--- src/rtl/kvlp_pkg.sv ---
`timescale 1ns / 1ps
`default_nettype none

package kvlp_pkg;

  localparam int KVLP_MAX_LINE = 256;
  localparam int KVLP_QDEPTH   = 4;

  typedef enum logic [2:0] {
    RK_NAME     = 3'd0,
    RK_VALUE    = 3'd1,
    RK_DONE     = 3'd2,
    RK_ERROR    = 3'd3,
    RK_FINISHED = 3'd4
  } kvlp_rkind_t;

  typedef struct packed {
    kvlp_rkind_t rkind;
    logic [7:0]  rdata;
  } kvlp_res_t;

  // all results caused by one input transaction; last_idx = count - 1
  typedef struct packed {
    logic [1:0]      last_idx;
    kvlp_res_t [3:0] res;
  } kvlp_bundle_t;

endpackage

`default_nettype wire

--- src/rtl/kvlp_fifo.sv ---
`timescale 1ns / 1ps
`default_nettype none

module kvlp_fifo import kvlp_pkg::*; #(
  parameter int DEPTH = KVLP_QDEPTH
) (
  input  wire logic         clk,
  input  wire logic         rst_n,
  input  wire logic         push,
  input  wire kvlp_bundle_t push_data,
  output logic              full,
  input  wire logic         pop,
  output kvlp_bundle_t      pop_data,
  output logic              empty
);

  localparam int PTR_W = (DEPTH > 1) ? $clog2(DEPTH) : 1;
  localparam int CNT_W = $clog2(DEPTH + 1);
  localparam logic [PTR_W-1:0] PTR_LAST = PTR_W'(DEPTH - 1);
  localparam logic [CNT_W-1:0] CNT_FULL = CNT_W'(DEPTH);

  kvlp_bundle_t     slots_r [DEPTH];
  logic [PTR_W-1:0] wr_ptr_r, wr_ptr_nxt;
  logic [PTR_W-1:0] rd_ptr_r, rd_ptr_nxt;
  logic [CNT_W-1:0] count_r, count_nxt;
  logic             do_push, do_pop;

  assign full     = (count_r == CNT_FULL);
  assign empty    = (count_r == '0);
  assign do_push  = push && !full;
  assign do_pop   = pop && !empty;
  assign pop_data = slots_r[rd_ptr_r];

  always_comb begin
    wr_ptr_nxt = wr_ptr_r;
    rd_ptr_nxt = rd_ptr_r;
    count_nxt  = count_r;
    if (do_push) begin
      wr_ptr_nxt = (wr_ptr_r == PTR_LAST) ? '0 : wr_ptr_r + 1'b1;
    end
    if (do_pop) begin
      rd_ptr_nxt = (rd_ptr_r == PTR_LAST) ? '0 : rd_ptr_r + 1'b1;
    end
    if (do_push && !do_pop) begin
      count_nxt = count_r + 1'b1;
    end else if (do_pop && !do_push) begin
      count_nxt = count_r - 1'b1;
    end
  end

  always_ff @(posedge clk) begin
    if (!rst_n) begin
      wr_ptr_r <= '0;
      rd_ptr_r <= '0;
      count_r  <= '0;
    end else begin
      wr_ptr_r <= wr_ptr_nxt;
      rd_ptr_r <= rd_ptr_nxt;
      count_r  <= count_nxt;
    end
  end

  always_ff @(posedge clk) begin
    if (do_push) begin
      slots_r[wr_ptr_r] <= push_data;
    end
  end

endmodule

`default_nettype wire

--- src/rtl/kvlp_front.sv ---
`timescale 1ns / 1ps
`default_nettype none

module kvlp_front import kvlp_pkg::*; #(
  parameter int MAX_LINE = KVLP_MAX_LINE
) (
  input  wire logic         clk,
  input  wire logic         rst_n,
  input  wire logic         in_valid,
  output logic              in_ready,
  input  wire logic         in_kind,
  input  wire logic [7:0]   in_text_byte,
  output logic              q_push,
  output kvlp_bundle_t      q_data,
  input  wire logic         q_full
);

  localparam int SLOT_W = $clog2(MAX_LINE);
  localparam logic [SLOT_W-1:0] SLOT_FULL = SLOT_W'(MAX_LINE - 1);

  localparam logic [7:0] CH_NUL  = 8'h00;
  localparam logic [7:0] CH_TAB  = 8'h09;
  localparam logic [7:0] CH_LF   = 8'h0A;
  localparam logic [7:0] CH_CR   = 8'h0D;
  localparam logic [7:0] CH_SP   = 8'h20;
  localparam logic [7:0] CH_HASH = 8'h23;
  localparam logic [7:0] CH_SEMI = 8'h3B;
  localparam logic [7:0] CH_EQ   = 8'h3D;

  typedef struct packed {
    logic              in_comment;
    logic              in_entry;
    logic              value_seen;
    logic              stopped;
    logic [SLOT_W-1:0] slot;
  } pst_t;

  // parser state after one byte plus the (at most two) results it made
  typedef struct packed {
    pst_t            s;
    logic [1:0]      n;
    kvlp_res_t [1:0] r;
  } part_t;

  function automatic part_t emit(part_t p, kvlp_rkind_t k, logic [7:0] d);
    part_t o;
    o = p;
    o.r[p.n[0]].rkind = k;
    o.r[p.n[0]].rdata = d;
    o.n = p.n + 2'd1;
    return o;
  endfunction

  function automatic part_t close_entry(part_t p);
    part_t o;
    o = p;
    if (p.s.value_seen) begin
      o = emit(o, RK_DONE, '0);
    end else begin
      o = emit(o, RK_ERROR, '0);
      o.s.stopped = 1'b1;
    end
    o.s.in_entry   = 1'b0;
    o.s.value_seen = 1'b0;
    o.s.slot       = '0;
    return o;
  endfunction

  function automatic part_t take_byte(pst_t s, logic [7:0] c);
    part_t o;
    logic  blank;
    o.s   = s;
    o.n   = '0;
    o.r   = '0;
    blank = (c == CH_SP) || (c >= CH_TAB && c <= CH_CR);
    if (!s.stopped) begin
      if (s.in_comment) begin
        if (c == CH_LF || c == CH_NUL) begin
          o.s.in_comment = 1'b0;
        end
      end else if (!s.in_entry && (c == CH_HASH || c == CH_SEMI)) begin
        o.s.in_comment = 1'b1;
      end else if (!s.in_entry && blank) begin
        o.s.in_entry = 1'b0;
      end else begin
        o.s.in_entry = 1'b1;
        if (c == CH_LF) begin
          o = close_entry(o);
        end else begin
          if (c == CH_EQ && !o.s.value_seen) begin
            o.s.value_seen = 1'b1;
          end else begin
            o = emit(o, o.s.value_seen ? RK_VALUE : RK_NAME, c);
          end
          o.s.slot = o.s.slot + 1'b1;
          if (o.s.slot == SLOT_FULL) begin
            o = close_entry(o);
          end
        end
      end
    end
    return o;
  endfunction

  function automatic part_t take_end(pst_t s);
    part_t o;
    o.s = s;
    o.n = '0;
    o.r = '0;
    if (!s.stopped) begin
      o.s.in_comment = 1'b0;
      if (s.in_entry) begin
        o = close_entry(o);
      end
      if (!o.s.stopped) begin
        o = emit(o, RK_FINISHED, '0);
        o.s.stopped = 1'b1;
      end
    end
    return o;
  endfunction

  pst_t         st_r, st_nxt;
  logic         cr_r, cr_nxt;
  part_t        first, second;
  logic [2:0]   total;
  kvlp_bundle_t bundle;
  logic         accept;

  assign in_ready = !q_full;
  assign accept   = in_valid && in_ready;

  always_comb begin
    // a held CR goes through first unless this byte is the LF that absorbs it
    if (cr_r && !(!in_kind && in_text_byte == CH_LF)) begin
      first = take_byte(st_r, CH_CR);
    end else begin
      first.s = st_r;
      first.n = '0;
      first.r = '0;
    end
    if (in_kind) begin
      second = take_end(first.s);
    end else if (in_text_byte != CH_CR) begin
      second = take_byte(first.s, in_text_byte);
    end else begin
      second.s = first.s;
      second.n = '0;
      second.r = '0;
    end
    st_nxt = second.s;
    cr_nxt = st_r.stopped ? cr_r : (!in_kind && in_text_byte == CH_CR);
  end

  always_comb begin
    total           = {1'b0, first.n} + {1'b0, second.n};
    bundle.res      = '0;
    bundle.last_idx = 2'(total - 3'd1);
    for (int i = 0; i < 2; i++) begin
      if (2'(i) < first.n) begin
        bundle.res[i] = first.r[i];
      end
    end
    for (int i = 0; i < 2; i++) begin
      if (2'(i) < second.n) begin
        bundle.res[first.n + 2'(i)] = second.r[i];
      end
    end
  end

  assign q_push = accept && (total != '0);
  assign q_data = bundle;

  always_ff @(posedge clk) begin
    if (!rst_n) begin
      st_r <= '0;
      cr_r <= 1'b0;
    end else if (accept) begin
      st_r <= st_nxt;
      cr_r <= cr_nxt;
    end
  end

endmodule

`default_nettype wire

--- src/rtl/kvlp_back.sv ---
`timescale 1ns / 1ps
`default_nettype none

module kvlp_back import kvlp_pkg::*; (
  input  wire logic         clk,
  input  wire logic         rst_n,
  input  wire kvlp_bundle_t q_data,
  input  wire logic         q_empty,
  output logic              q_pop,
  output logic              out_valid,
  input  wire logic         out_ready,
  output logic [2:0]        out_result_kind,
  output logic [7:0]        out_byte,
  output logic              out_last
);

  kvlp_bundle_t cur_r, cur_nxt;
  logic         cur_valid_r, cur_valid_nxt;
  logic [1:0]   idx_r, idx_nxt;
  logic         at_last;
  logic         taken;

  assign at_last         = (idx_r == cur_r.last_idx);
  assign taken           = cur_valid_r && out_ready;
  assign out_valid       = cur_valid_r;
  assign out_result_kind = cur_r.res[idx_r].rkind;
  assign out_byte        = cur_r.res[idx_r].rdata;
  assign out_last        = at_last;

  // refill from the queue in the same cycle the last result leaves
  assign q_pop = !q_empty && (!cur_valid_r || (taken && at_last));

  always_comb begin
    cur_nxt       = cur_r;
    cur_valid_nxt = cur_valid_r;
    idx_nxt       = idx_r;
    if (q_pop) begin
      cur_nxt       = q_data;
      cur_valid_nxt = 1'b1;
      idx_nxt       = '0;
    end else if (taken) begin
      if (at_last) begin
        cur_valid_nxt = 1'b0;
      end else begin
        idx_nxt = idx_r + 2'd1;
      end
    end
  end

  always_ff @(posedge clk) begin
    if (!rst_n) begin
      cur_valid_r <= 1'b0;
      idx_r       <= '0;
    end else begin
      cur_valid_r <= cur_valid_nxt;
      idx_r       <= idx_nxt;
    end
    cur_r <= cur_nxt;
  end

endmodule

`default_nettype wire

--- src/rtl/key_value_line_parser_unit.sv ---
`timescale 1ns / 1ps
`default_nettype none

// channel | dir | ports                               | handshake
// input   | in  | in_kind, in_text_byte               | in_valid / in_ready
// result  | out | out_result_kind, out_byte, out_last | out_valid / out_ready
//
// One input transaction is taken per cycle while the result queue has room.
// The front parser settles each input in the cycle it is accepted; its results
// (up to four) go to a QDEPTH-deep queue as one bundle.
// The back end sends one result per cycle while out_ready is high; the output port
// rate is what limits sustained throughput. Each result is registered in a queue
// slot and then in the back end's current-bundle register before it is output.
// Synchronous active-low reset clears parser flags, queue and output valid.

module key_value_line_parser_unit import kvlp_pkg::*; #(
  parameter int MAX_LINE = KVLP_MAX_LINE,
  parameter int QDEPTH   = KVLP_QDEPTH
) (
  input  wire logic       clk,
  input  wire logic       rst_n,
  input  wire logic       in_valid,
  output logic            in_ready,
  input  wire logic       in_kind,
  input  wire logic [7:0] in_text_byte,
  output logic            out_valid,
  input  wire logic       out_ready,
  output logic [2:0]      out_result_kind,
  output logic [7:0]      out_byte,
  output logic            out_last
);

  logic         q_push, q_full, q_pop, q_empty;
  kvlp_bundle_t q_wdata, q_rdata;

  kvlp_front #(.MAX_LINE(MAX_LINE)) u_front (
    .clk          (clk),
    .rst_n        (rst_n),
    .in_valid     (in_valid),
    .in_ready     (in_ready),
    .in_kind      (in_kind),
    .in_text_byte (in_text_byte),
    .q_push       (q_push),
    .q_data       (q_wdata),
    .q_full       (q_full)
  );

  kvlp_fifo #(.DEPTH(QDEPTH)) u_fifo (
    .clk       (clk),
    .rst_n     (rst_n),
    .push      (q_push),
    .push_data (q_wdata),
    .full      (q_full),
    .pop       (q_pop),
    .pop_data  (q_rdata),
    .empty     (q_empty)
  );

  kvlp_back u_back (
    .clk             (clk),
    .rst_n           (rst_n),
    .q_data          (q_rdata),
    .q_empty         (q_empty),
    .q_pop           (q_pop),
    .out_valid       (out_valid),
    .out_ready       (out_ready),
    .out_result_kind (out_result_kind),
    .out_byte        (out_byte),
    .out_last        (out_last)
  );

  // the parser stops after finished or error, so nothing can follow them
  a_finish_last: assert property (@(posedge clk) disable iff (!rst_n)
    out_valid && (out_result_kind == RK_FINISHED || out_result_kind == RK_ERROR)
    |-> out_last)
    else $error("finished/error result not marked last");

  a_status_zero: assert property (@(posedge clk) disable iff (!rst_n)
    out_valid && out_result_kind != RK_NAME && out_result_kind != RK_VALUE
    |-> out_byte == 8'h00)
    else $error("status result carries nonzero byte");

  a_no_push_full: assert property (@(posedge clk) disable iff (!rst_n)
    q_full && !q_pop |=> !q_empty)
    else $error("result queue lost entries");

endmodule

`default_nettype wire

--- config.mk ---
export PLATFORM = sky130hd
export DESIGN_NAME = key_value_line_parser_unit
export DESIGN_NICKNAME = d
export VERILOG_FILES = /design/src/rtl/kvlp_pkg.sv /design/src/rtl/kvlp_fifo.sv /design/src/rtl/kvlp_front.sv /design/src/rtl/kvlp_back.sv /design/src/rtl/key_value_line_parser_unit.sv
export SDC_FILE = /design/constraint.sdc
export NUM_CORES = 1
export LEC_CHECK = 0
export ABC_CLOCK_PERIOD_IN_PS = 7550
export BUFFER_PORTS_ARGS = -buffer_cell sky130_fd_sc_hd__buf_2
export CAP_MARGIN = 30
export CORE_ASPECT_RATIO = 0.6
export CORE_MARGIN = 2
export CORE_UTILIZATION = 62
export DETAILED_ROUTE_END_ITERATION = 10
export HOLD_SLACK_MARGIN = 0.06
export PLACE_DENSITY_LB_ADDON = 0.2
export SLEW_MARGIN = 40
export SYNTH_ARGS = -nofsm -noshare
export SYNTH_HDL_FRONTEND = slang
export SYNTH_SLANG_ARGS = --single-unit
--- constraint.sdc ---
create_clock -name clk -period 7.55 [get_ports clk]
set_input_delay 0.755 -clock clk [delete_from_list [all_inputs] [get_ports clk]]
set_output_delay 0.755 -clock clk [all_outputs]
set_load 0.01 [all_outputs]
Word level (Yosys, flattened, before mapping)
Memories as Yosys holds them, arrays and structs flattened. A register that Yosys moved wholly into a read port is not among the register bits.
Cells that the tools add are included.
{"block": "op_classes", "order_cmp": 17, "addsub": 13, "eq_ne": 13, "n_mux": 93, "bitwise": 3, "n_reduce_logical": 44}
{"operator": "2-to-1 mux 36 bit", "count": 14}
{"operator": "2-to-1 mux 33 bit", "count": 10}
{"operator": "bitwise mux 22 bit", "count": 10}
{"operator": "2-to-1 mux 35 bit", "count": 4}
{"operator": "2-to-1 mux 34 bit", "count": 3}
{"operator": "bitwise mux 44 bit", "count": 2}
{"operator": "2-to-1 mux 11 bit", "count": 8}
{"operator": "2-to-1 mux 44 bit", "count": 2}
{"operator": "demux 11 bit (select 1 bit)", "count": 6}
{"operator": "demux 11 bit (select 2 bit)", "count": 2}
{"operator": "== test 8 x 6 -> 1 bit (second input constant)", "count": 4}
{"operator": "2-to-1 mux 24 bit", "count": 1}
{"operator": "2-to-1 mux 8 bit", "count": 3}
{"operator": "2-to-1 mux 23 bit", "count": 1}
{"operator": "binary-select mux 11 bit (select 2 bit)", "count": 1}
{"operator": "2-to-1 mux 1 bit", "count": 22}
{"operator": "logical AND 1 bit", "count": 21}
{"operator": "adder 8 x 1 -> 8 bit (second input constant)", "count": 2}
{"operator": "== test 8 x 4 -> 1 bit (second input constant)", "count": 2}
{"operator": "== test 8 bit (second input constant)", "count": 2}
{"operator": "adder 2 x 1 -> 2 bit (second input constant)", "count": 7}
{"operator": "logical NOT 1 bit", "count": 9}
{"operator": "< comparator 2 x 3 -> 1 bit (second input constant)", "count": 3}
{"operator": ">= comparator 8 x 4 -> 1 bit (second input constant)", "count": 1}
{"operator": "other kinds (23)", "count": 43}
{"block": "totals", "wordCells": 195, "mem_bits_rw": 184, "memories": 1, "reg_bits": 23}
{"memory": "u_fifo.slots_r", "depth": 4, "width": 46, "rd": 1, "rd_clocked_by_memory_dff": 1, "wr": 1, "line": "kvlp_fifo.sv:22", "source": "kvlp_bundle_t slots_r [DEPTH];"}

Longest topological paths before layout
Gate-level depths: netlist of run 1.
{"block": "depth", "ltp_word": 50, "ltp_mapped": 27}

Modules after synthesis
Synthesis of run 1 repeated with hierarchy kept, for this count alone.
{"block": "unflattened", "cells_unflattened": 697, "hier_area_um2": 11174.5}
{"module": "kvlp_fifo", "seq_area_each_um2": 5705.5, "n_inst": 1, "cells_each": 291, "area_per_inst_um2": 7180.6}
{"module": "kvlp_front", "seq_area_each_um2": 260.2, "n_inst": 1, "cells_each": 323, "area_per_inst_um2": 2143.3}
{"module": "kvlp_back", "seq_area_each_um2": 1441.4, "n_inst": 1, "cells_each": 83, "area_per_inst_um2": 1850.5}

Least setup slack after synthesis of run 1
No wires, ideal clock.
{"block": "synth_path", "path_kind": "input to register", "from": "input in_text_byte[4]", "to": "memory u_fifo.slots_r[3][0] (netlist name) (enable)", "t_required_ns": 7.142, "setup_ns": 0.408, "t_arrival_ns": 5.848, "stages": 22, "path_slack_ns": 1.294, "path_cell_list": "buf_2 -> nor4_4 -> nand3_1 -> nand2_1 -> buf_2 -> nand2_1 -> o21ai_0 -> ha_1 -> nand2_1 -> o2bb2ai_1 -> nand2_1 -> inv_1 -> ha_1 -> o21a_1 -> a31oi_4 -> inv_1 -> ha_1 -> fa_1 -> inv_1 -> ha_1 -> a21oi_1 -> and2_1"}
{"block": "synth_between", "elab_chain_cells": 31, "elab_cells_between_ends": 53, "cone_classes": "add/sub: 4; order compare: 2; eq/ne: 7; mux: 26; reduce/logical: 14"}
{"item": "start: declaration", "line": "key_value_line_parser_unit.sv:25", "source": "input wire logic [7:0] in_text_byte,"}
{"item": "branches (longest 25 deep; another with 2-to-1 mux 36 bit)"}
{"item": "adder 2 x 2 -> 3 bit (*)", "line": "kvlp_front.sv:156", "source": "total = {1'b0, first.n} + {1'b0, second.n};"}
{"item": "nonzero test 3 bit (*)", "line": "kvlp_front.sv:171", "source": "assign q_push = accept && (total != '0);"}
{"item": "logical AND 1 bit (*)", "line": "kvlp_front.sv:171"}
{"item": "logical AND 1 bit (*)", "line": "kvlp_fifo.sv:30", "source": "assign do_push = push && !full;"}
{"item": "via u_fifo.do_push", "line": "kvlp_fifo.sv:26", "source": "logic do_push, do_pop;"}
{"item": "2-to-1 mux 1 bit (*)", "line": "kvlp_fifo.sv:64", "source": "if (do_push) begin"}
{"item": "2-to-1 mux 1 bit (implied by the code) (*)", "line": "kvlp_fifo.sv:65", "source": "slots_r[wr_ptr_r] <= push_data;"}
{"item": "end: declaration", "line": "kvlp_fifo.sv:22"}
Mark *: on every way through the listed nets, which the timed path passes. The select of a mux whose other input is x is not followed.

Final worst setup path of run 1
{"block": "layout_path", "from": "register u_front.st_r[0] (netlist name)", "to": "register u_fifo.count_r[2]"}
{"block": "layout_between", "elab_chain_cells": 38, "elab_cells_between_ends": 53, "cone_classes": "add/sub: 5; eq/ne: 2; mux: 34; reduce/logical: 12"}
{"item": "start: declaration", "line": "kvlp_front.sv:123", "source": "pst_t st_r, st_nxt;"}
{"item": "start signal: assignment", "line": "kvlp_front.sv:179", "source": "st_r <= st_nxt;"}
{"item": "2-to-1 mux 36 bit", "line": "kvlp_front.sv:83", "source": "end else if (!s.in_entry && blank) begin"}
{"item": "2-to-1 mux 36 bit", "line": "kvlp_front.sv:77", "source": "if (s.in_comment) begin"}
{"item": "2-to-1 mux 36 bit", "line": "kvlp_front.sv:76", "source": "if (!s.stopped) begin"}
{"item": "2-to-1 mux 36 bit", "line": "kvlp_front.sv:135", "source": "if (cr_r && !(!in_kind && in_text_byte == CH_LF)) begin"}
{"item": "adder 8 x 1 -> 8 bit", "line": "kvlp_front.sv:95", "source": "o.s.slot = o.s.slot + 1'b1;"}
{"item": "== test 8 bit", "line": "kvlp_front.sv:96", "source": "if (o.s.slot == SLOT_FULL) begin"}
{"item": "2-to-1 mux 35 bit", "line": "kvlp_front.sv:96"}
{"item": "2-to-1 mux 34 bit", "line": "kvlp_front.sv:83"}
{"item": "(+23 left out)"}
{"item": "adder 2 x 2 -> 3 bit (*)", "line": "kvlp_front.sv:156"}
{"item": "nonzero test 3 bit (*)", "line": "kvlp_front.sv:171"}
{"item": "logical AND 1 bit (*)", "line": "kvlp_front.sv:171"}
{"item": "logical AND 1 bit (*)", "line": "kvlp_fifo.sv:30"}
{"item": "via u_fifo.do_push", "line": "kvlp_fifo.sv:26"}
{"item": "logical NOT 1 bit", "line": "kvlp_fifo.sv:46", "source": "end else if (do_pop && !do_push) begin"}
{"item": "logical AND 1 bit", "line": "kvlp_fifo.sv:46"}
{"item": "nonzero test 2 bit (no source line)"}
{"item": "end signal: assignment", "line": "kvlp_fifo.sv:59", "source": "count_r <= count_nxt;"}
{"item": "end: declaration", "line": "kvlp_fifo.sv:25", "source": "logic [CNT_W-1:0] count_r, count_nxt;"}
Marked as above.
A chain may end at the register's enable or synchronous reset.

==> key figures, run 1 <==
Clocking
  • CTS clock-pin slew for the worst setup and hold paths: 60 ps
  • Clock tree from TritonCTS: yes
  • Post-CTS Setup Repair Bufs: 0
  • Clock Sinks: 253
  • Clk buf depth: 3
  • Worst skew pair latency: 500 ps
  • Post-CTS Resized: 0
  • Num CTS Buffers: 22
  • Htree depth: 1
  • CTS Hold Buffers Added: 0
  • Root Buffer: clkbuf_16

Global routing
  • GRT overflow: 0
  • Vias in the first global route: 6124
  • GRT Util Overall: 26.72%
  • First-pass GRT wire length: 37.01 mm
  • Initial antenna violation count: 0
  • Largest net degree at the start of global routing: 49

Logic synthesis
  • Primary flip-flop cell chosen by synthesis mapping: edfxtp_1
  • Mapped Cells: 676
  • Sequential share of the synthesized area: 67.66%
  • FFs w/ async S/R, synth: 0%
  • Synth cell types: 73
  • Yosys warnings: 0
  • Post-synth EDFFs: 230
  • Seq cells post-synth: 253
  • Avg Inst Size Synth: 16.11 um^2
  • Mapped cell area: 10890 um^2

Timing
  • Tightest Pin Transition: 817.1 ps
  • Setup Total Neg Slack: 0 ps
  • Max transition margin: 45.06%
  • RSZ-0062 raised after global routing: false
  • Fmax: 153.2 MHz
  • Final Hold Fails: 0
  • Min cycle time layout: 6528 ps
  • Final period util: 86.46%
  • Setup violations, final: 0
  • Worst Clk Skew: 10.77 ps
  • Slew Viols, Final: 0
  • Setup ws final: 1022 ps

Floorplanning
  • Io pins: 27
  • Initial Util: 63.39%
  • Die Width: 175.1 um
  • Core ar.: 17180 um^2
  • Die area: 18670 um^2
  • DIE HEIGHT: 106.7 um
  • Rows: 37

Worst hold path
  • Hold/Removal Path Class: flip-flop to flip-flop

Cells and area
  • FILL cells: 1077
  • Finished Cell Area: 12250 um^2
  • Final Core Density: 71.34%
  • Post-Layout Cell Count: 995
  • P&R area growth vs syn: 12.54%
  • Antenna Cells: 0
  • Net count reported at finish: 774
  • Most frequent cells in the layout: 230 x edfxtp_1, 57 x mux4_2, 48 x nor2_1
  • Share of cells above drive strength 1: 19.05%
  • Commonest non-fill, non-tap cell in the layout: edfxtp_1

Placement
  • IO Port Bufs: 26
  • Hpwl dp: 15.34 mm
  • Placement Cell Area: 11500 um^2
  • Placed cell count: 955
  • Placement Setup Slack: 831.9 ps
  • Final RePlAce weighted congestion: 1.009

Worst setup path
  • WP data required: 7960 ps
  • Crit-path max FO: 17
  • CP endpoint: u_fifo.count_r[2]$_SDFFE_PN0P_
  • Slowest CP cell: fa_1
  • Reg-to-Reg End: u_fifo.count_r[2]$_SDFFE_PN0P_
  • RR Startpoint: u_front.st_r[0]$_SDFFE_PN0P_
  • Startpoint Class: flip-flop
  • Crit Path Category: flip-flop to flip-flop
  • Setup crit start: u_front.st_r[0]$_SDFFE_PN0P_
  • CP max stage delay: 490 ps
  • CP Capture Type: flip-flop
  • Reg2Reg Setup Slack: 1020 ps
  • R2R cell count: 28
  • Data arrival, critical path: 6940 ps
  • CP most frequent cell: ha_1

Drt
  • DR vias: 6316
  • ANT nets after route: 0
  • Drt wl/cell: 24.26 um
  • Final wirelength: 24.14 mm
  • DRC: 0
  • Starting DRT DRC Count: 682
  • Vias/cell: 6.348
  • Pre-antenna DRT Iters: 5

Pwr
  • IR Drop Worst-Case VDD: 0.1748 mV
  • Power Density: 323.0 nW/um^2
  • Lkg Pwr: 0.004083 uW

Status
  • Outcome: complete, no violations

Run
  • Max Cap Violations: 0
per-layer routing:
metal / up-vias / GRT usage [%] / routed length, um
met5: - / 0 / 0
met4: 0 / 5.298 / 424
met3: 31 / 5.780 / 2052
met2: 266 / 40.49 / 11040
met1: 3249 / 41.00 / 10630
li1: 2770 / - / -
metrics by stage:
stage	hold WS, ps	total power (uW)
final	557.3	3958
after CTS	546.7	3990
after floorplan	477.4	2507
after detailed placement	541.0	2801
after global routing	571.8	4109
after global placement	486.9	2735
layout make-up:
class / instances / area, um^2 / share of cell area, %
flip-flops and latches: 253 / 7375 / 60.19
repair buffers: 37 / 287.8 / 2.349
clock inverters: 11 / 151.4 / 1.236
inverters: 17 / 63.81 / 0.5208
clock buffers: 29 / 598.1 / 4.881
multi-input cells: 414 / 3485 / 28.44
well taps: 234 / 292.8 / 2.389
worst min-delay path by stage:
stage                                   start                        endpoint  slack, ps  depth (start not counted)
4_1_cts         u_back.out_valid$_SDFFE_PN0P_   u_back.out_valid$_SDFFE_PN0P_        550                          2
3_5_place_dp   u_fifo.count_r[2]$_SDFFE_PN0P_  u_fifo.count_r[2]$_SDFFE_PN0P_        540                          2
3_3_place_gp   u_fifo.count_r[2]$_SDFFE_PN0P_  u_fifo.count_r[2]$_SDFFE_PN0P_        490                          2
5_1_grt         u_back.out_valid$_SDFFE_PN0P_   u_back.out_valid$_SDFFE_PN0P_        570                          2
6_report        u_back.out_valid$_SDFFE_PN0P_   u_back.out_valid$_SDFFE_PN0P_        560                          2
2_1_floorplan  u_fifo.count_r[2]$_SDFFE_PN0P_  u_fifo.count_r[2]$_SDFFE_PN0P_        480                          2
cells by family (layout without fill, tap and decap cells):
logic type / Yosys count / after routing / share of synthesized area (%)
flops: 253 / 253 / 67.66
simple gates: 190 / 190 / 9.136
compound gates: 92 / 92 / 6.010
mux: 63 / 63 / 12.34
buf+inv: 48 / 94 / 1.724
fa+ha+maj: 16 / 16 / 1.977
xor+xnor: 13 / 13 / 1.115
other cells: 1 / 40 / 0.03444
power by group:
group / switching [uW] / internal, uW / leakage (uW)
Clock: 476 / 695 / 0.000361
Combinational: 444 / 394 / 0.00143
Sequential: 127 / 1820 / 0.00230
Total: 1050 / 2910 / 0.00408
cell usage after synthesis, drive strengths merged (7+ instances only):
master / number / area (um^2)
edfxtp: 230 / 6907
mux4: 57 / 1284
nand2: 48 / 182.7
nor2: 48 / 180.2
dfxtp: 23 / 460.4
o21ai: 20 / 100.1
nand3: 18 / 102.6
clkbuf: 17 / 63.81
inv: 17 / 63.81
a21oi: 16 / 80.08
and2: 15 / 93.84
buf: 14 / 60.06
ha: 14 / 175.2
nor3: 12 / 65.06
nand4: 9 / 62.56
nor2b: 8 / 50.05
a21boi: 7 / 56.31
xnor2: 7 / 68.82
worst max-delay path, delay by kind of cell, from the launching register on:
kind	cells	cell delay (ps)
and+or+nand+nor	5	1160
xor gates and xnor gates	1	180
DFF	1	460
AOI/OAI and AO/OA	8	1640
buffers and inverters	6	770
adders and majority gates	8	2230
sequential cells by signal, indices dropped and copies added, names as in the netlist:
| name | flops |
|---|---|
| u_back.idx_r | 2 |
| u_back.out_valid | 1 |
| u_front.st_r | 12 |
| u_back.cur_r | 46 |
| u_fifo.count_r | 3 |
| u_front.cr_r | 1 |
| u_fifo.rd_ptr_r | 2 |
| u_fifo.wr_ptr_r | 2 |
| u_fifo.slots_r | 184 |
Power figures use the tool's default switching activity.
==> inputs of run 2 (changes only) <==
Settings changed: CELL_PAD_IN_SITES_DETAIL_PLACEMENT set to 0, CELL_PAD_IN_SITES_GLOBAL_PLACEMENT set to 1, CORE_UTILIZATION 62 to 53.
==> run 2 against run 1 <==
Sequential power decreased by 3%. Register-to-register slack worse by 90 ps. Core utilization decreased by 9.7 points. Routed wire length decreased by 3.9%. Largest power group unchanged. Via count shrank 1.4%. Count of clock-buffer cells in the layout is the same. Sequential share of layout area fell by 0.61 points. Total power increased by 0.38%.
==> key figures, run 2 (same netlist as run 1, synthesis figures left out) <==
Pwr
  • Combinational share of power: 20.6% (-0.6 points)
  • Sw Ratio: 25.21% (-1.3 points)
  • Reg power frac: 47.8% (-1.4 points)
  • Clk network pwr share: 31.6% (+2.0 points)
  • NetSw: 1002 uW (-4.4%)
  • Internal power: 2971 uW (+2.1%)
  • Power Density: 321.0 nW/um^2 (-0.61%)
  • Lkg Pwr: 0.004131 uW (+1.2%)
  • IR Drop Worst-Case VDD: 0.2495 mV (+43%)

Global routing
  • GR Layer Usage met2: 34.99% (-5.5 points)
  • Global-route met3 utilization: 3.236% (-2.5 points)
  • Largest net degree at the start of global routing: 49 (unchanged)
  • Initial antenna violation count: 0 (unchanged)
  • GRT overflow: 0 (unchanged)
  • GRT Max-Usage Layer: met2
  • Vias in the first global route: 6249 (+2.0%)
  • Met1 track demand over resource: 34.52% (-6.5 points)
  • First-pass GRT wire length: 36.70 mm (-0.84%)
  • GRT Util Overall: 22.54% (-4.2 points)

Timing
  • Tightest Pin Transition: 775.1 ps (-42.01 ps)
  • Setup violations, final: 0 (unchanged)
  • Final Hold Fails: 0 (unchanged)
  • Worst Clk Skew: 11.34 ps (+0.5634 ps)
  • Min cycle time layout: 6615 ps (+87.31 ps)
  • Fmax: 151.2 MHz (-1.3%)
  • Final period util: 87.62% (+1.2 points)
  • Setup ws final: 934.8 ps (-87.31 ps)
  • Slew Viols, Final: 0 (unchanged)
  • Max transition margin: 48.21% (+3.2 points)
  • WHS: 530.0 ps (-27.35 ps)
  • RSZ-0062 raised after global routing: false
  • Setup Total Neg Slack: 0 ps (unchanged)

Worst setup path
  • Data arrival, critical path: 7040 ps (+100 ps)
  • WP data required: 7970 ps (about the same)
  • Slowest CP cell: dfxtp_1
  • CP max stage delay: 530 ps (+40 ps)
  • Crit Path Category: flip-flop to flip-flop
  • Reg2Reg Setup Slack: 930 ps (-90 ps)
  • CP most frequent cell: ha_1
  • Crit-path max FO: 9 (-8)
  • CP Capture Type: flip-flop
  • Startpoint Class: flip-flop

Drt
  • Starting DRT DRC Count: 586 (-14%)
  • Pre-antenna DRT Iters: 5 (unchanged)
  • DR vias: 6229 (-1.4%)
  • Drt wl/cell: 22.39 um (-7.7%)
  • ANT nets after route: 0 (unchanged)
  • Final wirelength: 23.20 mm (-3.9%)
  • Vias/cell: 6.013 (-5.3%)
  • DRC: 0 (unchanged)

Clocking
  • Root Buffer: clkbuf_16
  • Htree depth: 1 (unchanged)
  • Clk buf depth: 3 (unchanged)
  • Post-CTS Setup Repair Bufs: 0 (unchanged)
  • Post-CTS Resized: 0 (unchanged)
  • CTS Hold Buffers Added: 0 (unchanged)
  • Clock tree from TritonCTS: yes
  • Clock Sinks: 253 (unchanged)
  • CTS clock-pin slew for the worst setup and hold paths: 70 ps (about the same)
  • Num CTS Buffers: 23 (+4.5%)
  • Worst skew pair latency: 510 ps (about the same)

Cells and area
  • Share of cells above drive strength 1: 20.31% (+1.3 points)
  • Finished Cell Area: 12380 um^2 (+1.0%)
  • Net count reported at finish: 778 (+0.52%)
  • Commonest non-fill, non-tap cell in the layout: edfxtp_1
  • Largest registers: u_fifo.slots_r x184, u_back.cur_r x46, u_front.st_r x12
  • Antenna Cells: 0 (unchanged)
  • Max FFs per register: 184 (unchanged)
  • Most frequent cells in the layout: 230 x edfxtp_1, 57 x mux4_2, 48 x nor2_1
  • Final Core Density: 61.66% (-9.7 points)
  • Most flop-heavy register: u_fifo.slots_r
  • P&R area growth vs syn: 13.66%
  • FILL cells: 1479 (+37%)

Floorplanning
  • Rows: 40 (+8.1%)
  • Die area: 21740 um^2 (+16%)
  • DIE HEIGHT: 115.0 um (+7.8%)
  • Core ar.: 20070 um^2 (+17%)
  • Io pins: 27 (unchanged)
  • Die Width: 189.0 um (+8.0%)
  • Initial Util: 54.25% (-9.1 points)

Run
  • Max Cap Violations: 0 (unchanged)

Placement
  • Placement Cell Area: 11560 um^2 (+0.47%)
  • IO Port Bufs: 26 (unchanged)
  • Placement Setup Slack: 559.5 ps (-272.5 ps)
  • Final RePlAce weighted congestion: 0.9663 (-4.3%)
  • Hpwl dp: 14.78 mm (-3.6%)

Status
  • Outcome: complete, no violations

Worst hold path
  • Hold/Removal Path Class: flip-flop to flip-flop
run 2: changes by cell type in the layout (fill, tap and decap cells not counted), moves of 2 or more:
| cell | previous run | this run |
|---|---|---|
| clkinv_2 | 0 | 3 |
| buf_4 | 5 | 9 |
| buf_12 | 6 | 4 |
| bufinv_16 | 4 | 6 |
| clkinv_1 | 6 | 0 |
run 2: layout make-up:
| class | instances | area, um^2 | share of cell area [%] |
|---|---|---|---|
| Clock buffer | 29 | 608.1 | 4.914 |
| Sequential cell | 253 | 7373 | 59.58 |
| Multi-Input combinational cell | 414 | 3496 | 28.25 |
| Clock inverter | 10 | 203.9 | 1.648 |
| Inverter | 17 | 63.81 | 0.5156 |
| Tap cell | 273 | 341.6 | 2.760 |
| Timing Repair Buffer | 40 | 289.0 | 2.335 |
run 2: final timing paths:
path,startpoint,end,depth (start not counted)
setup / recovery,u_front.st_r[0]$_SDFFE_PN0P_,u_fifo.count_r[2]$_SDFFE_PN0P_,26
hold / removal,u_back.out_valid$_SDFFE_PN0P_,u_back.out_valid$_SDFFE_PN0P_,2
setup reg to reg,u_front.st_r[0]$_SDFFE_PN0P_,u_fifo.count_r[2]$_SDFFE_PN0P_,26
hold reg to reg,u_back.out_valid$_SDFFE_PN0P_,u_back.out_valid$_SDFFE_PN0P_,2
run 2: power by group through the flow:
stage	clock network (uW)	logic, uW	registers [uW]
2_1_floorplan	0	614	1890
3_3_place_gp	0	823	1920
3_5_place_dp	0	836	1930
4_1_cts	1290	838	1900
5_1_grt	1340	902	1920
6_report	1260	817	1900
run 2: critical path, delay by kind of cell (launching register included):
kind / cells / cell delay, ps
AOI/OAI and AO/OA: 8 / 1990
DFF: 1 / 530
xor gates and xnor gates: 1 / 170
adders and majority gates: 8 / 2380
and+or+nand+nor: 5 / 1140
buffers and inverters: 4 / 300
run 2: metrics by stage:
| stage | total power [uW] | instances |
|---|---|---|
| after global placement | 2742 | 997 |
| after global routing | 4163 | 1036 |
| after detailed placement | 2765 | 997 |
| after CTS | 4027 | 1036 |
| final | 3973 | 1036 |
| after floorplan | 2507 | 715 |
run 2: routing by layer:
layer / up-vias / wire length, um / part of all wire (%)
met5: - / 0 / 0
met2: 221 / 10570 / 46
met4: 0 / 453 / 2.0
met3: 36 / 1619 / 7.0
met1: 3187 / 10550 / 45
li1: 2785 / - / -
